**src/sv/lrfp_pkg.sv**
```systemverilog
// Shared types, widths and command codes for the fixed-point line rasterizer.
// Depends on nothing; every module of the block imports it.
package lrfp_pkg;

	localparam int COORD_BITS = 12;
	localparam int DELTA_BITS = COORD_BITS + 1;
	localparam int FRAC_BITS  = 16;
	localparam int ACC_BITS   = 32;
	localparam int COLOR_BITS = 24;
	localparam int QUO_BITS   = FRAC_BITS + 1;
	localparam int CNT_BITS   = $clog2(QUO_BITS);

	localparam int S_FIELD_BITS = 4 * COORD_BITS + COLOR_BITS;
	localparam int S_TDATA_BITS = ((S_FIELD_BITS + 7) / 8) * 8;
	localparam int M_FIELD_BITS = 2 * COORD_BITS + COLOR_BITS;
	localparam int M_TDATA_BITS = ((M_FIELD_BITS + 7) / 8) * 8;

	localparam int QUEUE_DEPTH = 4;
	localparam int QUEUE_AW    = $clog2(QUEUE_DEPTH);

	localparam logic CMD_START   = 1'b0;
	localparam logic CMD_ADVANCE = 1'b1;

	localparam logic [FRAC_BITS-1:0] HALF_UNIT = {1'b1, {(FRAC_BITS-1){1'b0}}};

	// One classified command as it waits in the queue.
	typedef struct packed {
		logic                         advance;
		logic                         major_is_y;
		logic signed [COORD_BITS-1:0] start_major;
		logic signed [COORD_BITS-1:0] start_minor;
		logic signed [DELTA_BITS-1:0] long_delta;
		logic signed [DELTA_BITS-1:0] short_delta;
		logic [COLOR_BITS-1:0]        color;
	} cmd_t;

	typedef struct packed {
		logic                         start;
		logic signed [DELTA_BITS-1:0] long_delta;
		logic signed [DELTA_BITS-1:0] short_delta;
	} div_req_t;

	typedef struct packed {
		logic                done;
		logic [ACC_BITS-1:0] slope;
	} div_rsp_t;

endpackage

```
**src/sv/line_rasterizer_fixed_point.sv**
```systemverilog
// Fixed-point line rasterizer: start commands set up a line, advance commands emit pixels.
// An advance at the queue head is stepped into the output register when that is free.
// One pixel per cycle unless output stalls; advances wait out each start's 17-step divide.
// Reset (arst_n low, asynchronous) empties the queue, drops any line and the output pixel.
// Depends on lrfp_pkg, lrfp_front, lrfp_queue, lrfp_back and lrfp_div.
module line_rasterizer_fixed_point import lrfp_pkg::*; (
	input  logic                    clk,
	input  logic                    arst_n,
	input  logic                    s_tvalid,
	output logic                    s_tready,
	// start_x[11:0], start_y[23:12], end_x[35:24], end_y[47:36], line_color[71:48]
	input  logic [S_TDATA_BITS-1:0] s_tdata,
	// command[0]: 0 starts a new line, 1 advances one pixel
	input  logic                    s_tuser,
	output logic                    m_tvalid,
	input  logic                    m_tready,
	// pixel_x[11:0], pixel_y[23:12], pixel_color[47:24]
	output logic [M_TDATA_BITS-1:0] m_tdata,
	// last_pixel
	output logic                    m_tlast
);

	// The front end classifies each transfer as it arrives: for a start it
	// forms both deltas, picks the major axis and splits the start point into
	// major and minor parts, so the queue holds commands ready to run.
	cmd_t front_cmd;
	cmd_t head_cmd;
	logic head_valid;
	logic queue_not_full;
	logic back_pop;

	lrfp_front u_front (
		.tdata (s_tdata),
		.tuser (s_tuser),
		.cmd   (front_cmd)
	);

	// The input side is ready whenever the queue has room, so commands keep
	// arriving while the back end divides or waits on the output side.
	assign s_tready = queue_not_full;

	lrfp_queue u_queue (
		.clk       (clk),
		.arst_n    (arst_n),
		.push      (s_tvalid),
		.din       (front_cmd),
		.pop       (back_pop),
		.dout      (head_cmd),
		.not_empty (head_valid),
		.not_full  (queue_not_full)
	);

	// The back end runs commands in order. A start loads the line state and
	// the slope divider; advances wait until the slope is known and then step
	// one pixel each into the output register.
	lrfp_back u_back (
		.clk        (clk),
		.arst_n     (arst_n),
		.head       (head_cmd),
		.head_valid (head_valid),
		.pop        (back_pop),
		.m_tvalid   (m_tvalid),
		.m_tready   (m_tready),
		.m_tdata    (m_tdata),
		.m_tlast    (m_tlast)
	);

endmodule

```
**src/sv/lrfp_front.sv**
```systemverilog
// Front end: unpacks an input transfer and classifies it into a queue entry.
// A start gets its deltas, major axis and start point here. Uses lrfp_pkg.
module lrfp_front import lrfp_pkg::*; (
	input  logic [S_TDATA_BITS-1:0] tdata,
	input  logic                    tuser,
	output cmd_t                    cmd
);

	logic signed [COORD_BITS-1:0] sx, sy, ex, ey;
	logic signed [DELTA_BITS-1:0] dx, dy;
	logic [DELTA_BITS-1:0]        adx, ady;
	logic                         swap;

	always_comb begin
		sx = tdata[0*COORD_BITS +: COORD_BITS];
		sy = tdata[1*COORD_BITS +: COORD_BITS];
		ex = tdata[2*COORD_BITS +: COORD_BITS];
		ey = tdata[3*COORD_BITS +: COORD_BITS];
		dx = DELTA_BITS'(ex) - DELTA_BITS'(sx);
		dy = DELTA_BITS'(ey) - DELTA_BITS'(sy);
		adx = dx[DELTA_BITS-1] ? DELTA_BITS'(-dx) : DELTA_BITS'(dx);
		ady = dy[DELTA_BITS-1] ? DELTA_BITS'(-dy) : DELTA_BITS'(dy);
		// y becomes the major axis only when it is strictly longer.
		swap = ady > adx;

		cmd.advance     = (tuser == CMD_ADVANCE);
		cmd.major_is_y  = swap;
		cmd.start_major = swap ? sy : sx;
		cmd.start_minor = swap ? sx : sy;
		cmd.long_delta  = swap ? dy : dx;
		cmd.short_delta = swap ? dx : dy;
		cmd.color       = tdata[4*COORD_BITS +: COLOR_BITS];
	end

endmodule

```
**src/sv/lrfp_queue.sv**
```systemverilog
// Small command queue between the front end and the back end.
// Registers only, combinational head read. Uses lrfp_pkg.
module lrfp_queue import lrfp_pkg::*; (
	input  logic clk,
	input  logic arst_n,
	input  logic push,
	input  cmd_t din,
	input  logic pop,
	output cmd_t dout,
	output logic not_empty,
	output logic not_full
);

	cmd_t                slot_q [QUEUE_DEPTH];
	logic [QUEUE_AW-1:0] wr_ptr_q, rd_ptr_q;
	logic [QUEUE_AW:0]   count_q;

	assign not_empty = (count_q != '0);
	assign not_full  = (count_q != (QUEUE_AW+1)'(QUEUE_DEPTH));
	assign dout      = slot_q[rd_ptr_q];

	always_ff @(posedge clk) begin
		if (push && not_full) begin
			slot_q[wr_ptr_q] <= din;
		end
	end

	always_ff @(posedge clk or negedge arst_n) begin
		if (!arst_n) begin
			wr_ptr_q <= '0;
			rd_ptr_q <= '0;
			count_q  <= '0;
		end else begin
			if (push && not_full) begin
				wr_ptr_q <= wr_ptr_q + 1'b1;
			end
			if (pop && not_empty) begin
				rd_ptr_q <= rd_ptr_q + 1'b1;
			end
			unique case ({push && not_full, pop && not_empty})
				2'b10:   count_q <= count_q + 1'b1;
				2'b01:   count_q <= count_q - 1'b1;
				default: count_q <= count_q;
			endcase
		end
	end

endmodule

```
**src/sv/lrfp_div.sv**
```systemverilog
// Radix-2 restoring divider for the 16.16 slope, one quotient bit a cycle.
// Gives (short << 16) / long truncated toward zero, or 0 for a zero long delta.
module lrfp_div import lrfp_pkg::*; (
	input  logic     clk,
	input  logic     arst_n,
	input  div_req_t req,
	output div_rsp_t rsp
);

	logic [COORD_BITS:0]   rem_q;
	logic [COORD_BITS-1:0] den_q;
	logic [QUO_BITS-1:0]   quo_q;
	logic [CNT_BITS-1:0]   cnt_q;
	logic                  busy_q, neg_q, zero_q, done_q;
	logic [ACC_BITS-1:0]   slope_q;

	logic [DELTA_BITS-1:0] long_mag, short_mag;
	logic [COORD_BITS+1:0] diff;
	logic                  fits;
	logic [QUO_BITS-1:0]   quo_next;
	logic [ACC_BITS-1:0]   mag_ext;

	always_comb begin
		long_mag  = req.long_delta[DELTA_BITS-1] ? DELTA_BITS'(-req.long_delta)
		                                         : DELTA_BITS'(req.long_delta);
		short_mag = req.short_delta[DELTA_BITS-1] ? DELTA_BITS'(-req.short_delta)
		                                          : DELTA_BITS'(req.short_delta);
		diff      = {1'b0, rem_q} - {2'b00, den_q};
		fits      = !diff[COORD_BITS+1];
		quo_next  = {quo_q[QUO_BITS-2:0], fits};
		mag_ext   = {{(ACC_BITS-QUO_BITS){1'b0}}, quo_next};
	end

	assign rsp.done  = done_q;
	assign rsp.slope = slope_q;

	always_ff @(posedge clk) begin
		if (req.start) begin
			den_q <= long_mag[COORD_BITS-1:0];
			rem_q <= {1'b0, short_mag[COORD_BITS-1:0]};
			quo_q <= '0;
			neg_q <= req.long_delta[DELTA_BITS-1] ^ req.short_delta[DELTA_BITS-1];
			zero_q <= (req.long_delta == '0);
		end else if (busy_q) begin
			// The remainder stays below the divisor, so its double fits.
			rem_q <= fits ? {diff[COORD_BITS-1:0], 1'b0} : {rem_q[COORD_BITS-1:0], 1'b0};
			quo_q <= quo_next;
		end
		if (busy_q && cnt_q == '0) begin
			slope_q <= zero_q ? '0 : (neg_q ? ACC_BITS'(-mag_ext) : mag_ext);
		end
	end

	always_ff @(posedge clk or negedge arst_n) begin
		if (!arst_n) begin
			busy_q <= 1'b0;
			done_q <= 1'b0;
			cnt_q  <= '0;
		end else begin
			done_q <= busy_q && cnt_q == '0;
			if (req.start) begin
				busy_q <= 1'b1;
				cnt_q  <= CNT_BITS'(QUO_BITS - 1);
			end else if (busy_q) begin
				cnt_q <= cnt_q - 1'b1;
				if (cnt_q == '0) begin
					busy_q <= 1'b0;
				end
			end
		end
	end

endmodule

```
**src/sv/lrfp_back.sv**
```systemverilog
// Back end: runs the queued commands, holds the line state and the output register.
// Uses lrfp_pkg and the slope divider lrfp_div.
module lrfp_back import lrfp_pkg::*; (
	input  logic                    clk,
	input  logic                    arst_n,
	input  cmd_t                    head,
	input  logic                    head_valid,
	output logic                    pop,
	output logic                    m_tvalid,
	input  logic                    m_tready,
	output logic [M_TDATA_BITS-1:0] m_tdata,
	output logic                    m_tlast
);

	localparam logic ST_RUN = 1'b0;
	localparam logic ST_DIV = 1'b1;

	logic                         state_q;
	logic                         line_active_q, major_is_y_q, step_down_q;
	logic signed [DELTA_BITS-1:0] major_pos_q, major_final_q;
	logic [ACC_BITS-1:0]          acc_q, slope_q;
	logic [COLOR_BITS-1:0]        color_q;
	logic                         tvalid_q, tlast_q;
	logic [M_TDATA_BITS-1:0]      tdata_q;

	div_req_t              div_req;
	div_rsp_t              div_rsp;
	logic                  take_start, emit, out_free, last;
	logic [COORD_BITS-1:0] maj, mnr;

	lrfp_div u_div (
		.clk    (clk),
		.arst_n (arst_n),
		.req    (div_req),
		.rsp    (div_rsp)
	);

	always_comb begin
		out_free   = !tvalid_q || m_tready;
		take_start = head_valid && state_q == ST_RUN && !head.advance;
		emit       = head_valid && state_q == ST_RUN && head.advance && line_active_q
		             && out_free;
		// An advance with no line in progress is dropped without a pixel.
		pop        = take_start || emit
		             || (head_valid && state_q == ST_RUN && head.advance && !line_active_q);
		last       = (major_pos_q == major_final_q);
		maj        = major_pos_q[COORD_BITS-1:0];
		mnr        = acc_q[FRAC_BITS +: COORD_BITS];

		div_req.start       = take_start;
		div_req.long_delta  = head.long_delta;
		div_req.short_delta = head.short_delta;
	end

	assign m_tvalid = tvalid_q;
	assign m_tdata  = tdata_q;
	assign m_tlast  = tlast_q;

	always_ff @(posedge clk) begin
		if (take_start) begin
			major_is_y_q  <= head.major_is_y;
			step_down_q   <= !(head.long_delta > 0);
			major_pos_q   <= DELTA_BITS'(head.start_major);
			major_final_q <= DELTA_BITS'(head.start_major) + head.long_delta;
			acc_q         <= {{(ACC_BITS-FRAC_BITS-COORD_BITS){head.start_minor[COORD_BITS-1]}},
			                  head.start_minor, HALF_UNIT};
			color_q       <= head.color;
		end else if (emit) begin
			if (step_down_q) begin
				acc_q       <= acc_q - slope_q;
				major_pos_q <= major_pos_q - 1'b1;
			end else begin
				acc_q       <= acc_q + slope_q;
				major_pos_q <= major_pos_q + 1'b1;
			end
		end
		if (div_rsp.done) begin
			slope_q <= div_rsp.slope;
		end
		if (emit) begin
			tdata_q <= M_TDATA_BITS'({color_q, major_is_y_q ? maj : mnr,
			                          major_is_y_q ? mnr : maj});
			tlast_q <= last;
		end
	end

	always_ff @(posedge clk or negedge arst_n) begin
		if (!arst_n) begin
			state_q       <= ST_RUN;
			line_active_q <= 1'b0;
			tvalid_q      <= 1'b0;
		end else begin
			unique case (state_q)
				ST_RUN: begin
					if (take_start) begin
						state_q <= ST_DIV;
					end
				end
				ST_DIV: begin
					if (div_rsp.done) begin
						state_q <= ST_RUN;
					end
				end
				default: state_q <= ST_RUN;
			endcase
			if (take_start) begin
				line_active_q <= 1'b1;
			end else if (emit && last) begin
				line_active_q <= 1'b0;
			end
			if (emit) begin
				tvalid_q <= 1'b1;
			end else if (m_tready) begin
				tvalid_q <= 1'b0;
			end
		end
	end

endmodule

```
**config.mk**
```make
export PLATFORM = sky130hd
export DESIGN_NAME = line_rasterizer_fixed_point
export DESIGN_NICKNAME = d
export VERILOG_FILES = /design/src/sv/lrfp_pkg.sv /design/src/sv/line_rasterizer_fixed_point.sv /design/src/sv/lrfp_front.sv /design/src/sv/lrfp_queue.sv /design/src/sv/lrfp_div.sv /design/src/sv/lrfp_back.sv
export SDC_FILE = /design/constraint.sdc
export NUM_CORES = 1
export LEC_CHECK = 0
export BUFFER_PORTS_ARGS = -buffer_cell sky130_fd_sc_hd__buf_2
export CORE_ASPECT_RATIO = 1.2
export CORE_UTILIZATION = 65
export CTS_BUF_LIST = sky130_fd_sc_hd__clkbuf_8
export DETAILED_ROUTE_END_ITERATION = 8
export GPL_ROUTABILITY_DRIVEN = 0
export MAX_ROUTING_LAYER = met4
export PLACE_DENSITY = 0.88
export SLEW_MARGIN = 25
export SYNTH_ARGS = -nofsm -noshare
export SYNTH_HDL_FRONTEND = slang
export SYNTH_SLANG_ARGS = --single-unit
export TNS_END_PERCENT = 1
```
**constraint.sdc**
```tcl
create_clock -name clk -period 11.15 [get_ports clk]
set_clock_uncertainty 0.15 [all_clocks]
set_input_delay 1.6725 -clock clk [delete_from_list [all_inputs] [get_ports clk]]
set_output_delay 1.6725 -clock clk [all_outputs]
set_load 0.02 [all_outputs]
```
# Word level (Yosys, flattened, before mapping)
# Memories as Yosys holds them, arrays and structs flattened.
# Cells that the tools add are included.
# classes
n_reduce_logical	27
n_eq_ne	4
n_addsub	18
order_cmp	2
mux	35
bitwise_logic	3
# ops
op	n
$mux 13	8
$mux 12	8
$mux 32	3
$add 32x32->32	1
$neg 17->32	1
$sub 32x32->32	1
$neg 13->13	2
$sub 12x12->13	2
$neg 12->12	2
$mux 17	1
$sub 13x12->14	1
$add 12x13->13	1
$add 13x1->13 const B	1
$eq 13x13->1	1
$gt 13x1->1 const B	1
$gt 13x13->1	1
$logic_not 13->1	1
$sub 13x1->13 const B	1
$mux 1	11
$logic_and 1x1->1	10
$mux 5	2
$reduce_bool 2->1	5
$pmux 3 s2	1
$logic_not 1->1	5
other kinds (14)	18
# word_totals
ramBits	304
reg_bits	257
memories	1
out_inout_bits	51
# mem_list
memory	words	word_bits	rd	rd_ports_with_merged_regs	write_ports	line	rtl
u_queue.slot_q	4	76	1	0	1	lrfp_queue.sv:14	cmd_t slot_q [QUEUE_DEPTH];

# Logic depth before layout (Yosys ltp)
# depth
ltp_word	10
ltp_mapped	22
depth_no_buf	20

# Modules after synthesis
# From an unflattened synthesis, not the netlist that was laid out.
# hier_totals
hier_cells	2050
hier_area_um2	27691.6
# modules_own_cells
mod	instances	area_per_inst_um2	seq_area_each_um2	cells_each
lrfp_queue	1	11373.4	9303.9	435
lrfp_back	1	8742.1	4629.4	773
lrfp_div	1	4695.8	2257.2	463
lrfp_front	1	2880.3	0.0	379

# Worst setup path after synthesis
# Ideal clock, no wire load.
# synth_timing
path_type	input-to-reg
startpoint	input s_tdata[36]
endpoint	memory u_queue.slot_q[0][50] (netlist name) (data pin)
slack_ns	5.014
arrival_ns	5.720
path_stages	21
required_time_ns	10.734
setup_ns	0.266
path_buffers	2
cell_sequence	inv_1 ha_1 fa_1 nor2b_1 o2111ai_1 a311oi_1 o21a_1 o21ai_0 a21oi_1 clkbuf_1 nor2_1 xnor2_1 ha_1 a21o_1 a21o_1 a211oi_1 o211ai_1 a211oi_1 nor2_1 clkbuf_1 mux2_2
# synth_lines
item	line	rtl
start: declaration	line_rasterizer_fixed_point.sv:12	input logic [S_TDATA_BITS-1:0] s_tdata,
end: declaration	lrfp_queue.sv:14	

==> impl_metrics.ini <==
[layout]
fin_nets = 2269
seq_area_um2 = 16100
multi_input_area_um2 = 9810
fill_cells = 2352
area_growth_syn_to_layout_pct = 10.5
stdcell_count = 2670
drive_gt1_frac = 0.179

[clock_network]
clockBufferDepth = 3
postCtsSetupBuffers = 0
cts_resized = 0
ctsHoldBuffers = 0
root_buffer = clkbuf_8
tritoncts = done
clkTransAtPathRegs_ps = 60
numCtsBuffers = 81
htree_levels = 3
cts.sinks = 549
insertion_delay_ps = 650

[floorplan]
coreArea_um2 = 39900
die_x_um = 186
die_y_um = 223
core.rowCount = 80
start_util = 0.663
io_pins = 128
die_area_um2 = 41500

[detailed_routing]
drtIter0Drc = 1443
ant_nets = 0
wl_per_cell_um = 21.1
drc = 0
vias = 16700
via_per_inst = 6.24
drtPass1Iterations = 7
wirelength_um = 56300

[worst_hold_path]
whs_path_depth = 0
min_to = u_back.slope_q[0]$_DFFE_PP_
holdCritStartpoint = u_back.u_div.slope_q[0]$_SDFFCE_PP0P_
hold_class = flop to flop

[synth]
yosysMostFrequentCell = edfxtp_1
synth_area_leaders = edfxtp_1, mux4_2, ha_1, xnor2_1, dfxtp_1
ys_async_sr_fraction = 0.0310
netlist_top_cells_count = edfxtp_1, nor2_1, ha_1, xnor2_1, nand2_1
syn_area_um2 = 26500
ys_seq_elements = 549
yosysWarnings = 0
synth_compound_area_frac = 0.0777
syn_avg_cell_area_um2 = 13.9
ys_seq_area_frac = 0.607
ys.flop_type = edfxtp_1
yosys.area_share.simple = 0.0748
netlist.top_cell.by_area = edfxtp_1
synth_edf_count = 499
synth_top_area_frac = 0.566
synth-adder-area-share = 0.0582
synth_nets = 2107
synthXorXnorAreaFrac = 0.0572
yosysUniqueCellTypes = 72
synthMuxAreaShare = 0.101
synthCells = 1911
synth_top_family_by_area = multiplexers

[setup_path]
r2r-start = u_back.slope_q[4]$_DFFE_PP_
crit_arrival_ps = 6900
path_class = primary input to flop
crit_path_max_fanout = 54
r2r_cells = 13
crit_path_start_kind = primary input
worstPathRequired_ps = 11370
rr_endpoint = u_back.acc_q[23]$_DFFE_PN_
cp-end-kind = flop
rrSetupSlack_ps = 6350

[timing]
post-route-period-util = 0.599
maxSlewHeadroom = 0.268
tightest_slew_ps = 1090
tns_ps = 0
drv_slew = 0
period_needed_ps = 6680
fmax_mhz = 150
rsz0062_at_grt = false
report.final.hold_viol_count = 0
whs_ps = 244
setup_viol = 0

[grt]
grtUsageTotal = 0.286
grt_overflow_total = 0
grt_pass1_vias = 16900
grt_start_max_net_pins = 85
antenna_found_initial = 0
grt_pass1_wl_um = 87300

[status]
status = finished, final reports clean

[place]
hpwl_um = 37900
port-buffer-count = 127
dp_cells = 2522

[pwr]
vdd.ir_drop.worst_mv = 0.249
power_leakage_uw = 0.0109
cellPowerDensity_nw_per_um2 = 303

[flow_run]
max_cap_viol_count = 0
## kinds of logic (layout without fill, tap and decap cells)
kind of cell | Yosys count | after routing
muxes | 169 | 169
buffers and inverters | 157 | 382
AOI/OAI and AO/OA | 327 | 327
other | 0 | 1
xor gates and xnor gates | 173 | 173
and+or+nand+nor | 417 | 417
adders and majority gates | 119 | 119
DFF | 549 | 549
## through the flow
stage               utilization  worst slack [ps]  cell area (um2)  power, uW
global route              0.733              4050            29300       9340
floorplan                     -              5010            26500       6260
CTS                       0.732              4610            29200       8840
finish                    0.733              4470            29300       8860
global placement          0.692              4090            27600       6970
detailed placement        0.692              3930            27600       7200
## worst max path at each step
stage                           start                               to  slack (ps)  depth (start not counted)
after floorplan           s_tdata[36]  u_queue.slot_q[0][50]$_DFFE_PP_        5010                         21
after global placement    s_tdata[12]  u_queue.slot_q[0][50]$_DFFE_PP_        4090                         20
after detailed placement  s_tdata[12]  u_queue.slot_q[0][50]$_DFFE_PP_        3930                         20
after CTS                 s_tdata[12]  u_queue.slot_q[0][62]$_DFFE_PP_        4610                         20
after global routing       s_tdata[4]  u_queue.slot_q[1][42]$_DFFE_PP_        4050                         21
final                     s_tdata[12]  u_queue.slot_q[2][30]$_DFFE_PP_        4470                         20
## where the power goes
part	internal [uW]	switching, uW	leakage, uW	total, uW
Combinational	1580	2210	0.00493	3780
Sequential	3140	328	0.00505	3470
Clock	848	759	0.000946	1610
## registers in the layout (all words and copies together), names as in the netlist, 3 cells and up
register              count
u_queue.slot_q          304
u_back.m_tdata           48
u_back.acc_q             28
u_back.slope_q           28
u_back.u_div.slope_q     28
u_back.color_q           24
u_back.u_div.quo_q       16
u_back.major_final_q     13
u_back.major_pos_q       13
u_back.u_div.rem_q       13
u_back.u_div.den_q       12
u_back.u_div.cnt_q        5
u_queue.count_q           3
## placed cells by master (no fill, tap or decap), types with 78 or more instances in the layout
cell type / count
nand2_1: 100
ha_1: 112
o21ai_0: 78
buf_2: 127
edfxtp_1: 499
xnor2_1: 112
a21oi_1: 99
clkbuf_8: 84
inv_1: 126
nor2_1: 141
## per-layer routing
layer	global-route usage	part of all wire	routed length [um]	up-vias
met5	-	0	0	-
met4	0.135	0.037	2090	0
met3	0.0410	0.068	3850	165
met2	0.478	0.51	29000	795
met1	0.340	0.38	21400	8152
li1	-	-	-	7555
## final cells by class
| class | count | area share |
|---|---|---|
| Timing Repair Buffer | 141 | 0.0256 |
| Inverter | 95 | 0.0123 |
| Multi-Input combinational cell | 1205 | 0.335 |
| Antenna cell | 1 | 0.0000855 |
| Tap cell | 533 | 0.0228 |
| Clock buffer | 84 | 0.0395 |
| Clock inverter | 62 | 0.0152 |
| Sequential cell | 549 | 0.549 |
## critical path, cell delays in order
cell and delay, ps:
buf_2 120, ha_1 230, fa_1 420, nor2b_1 170, o2111ai_1 180, a311oi_1 270
o21a_1 160, o21ai_0 110, a21oi_1 810, nor2_1 150, xnor2_1 190, ha_1 340
a21o_1 190, a21o_1 190, a211oi_1 240, o211ai_1 110, a211oi_1 440, nor2_4 40
buf_4 400, mux2_2 440
(Power assumes the default switching activity.)
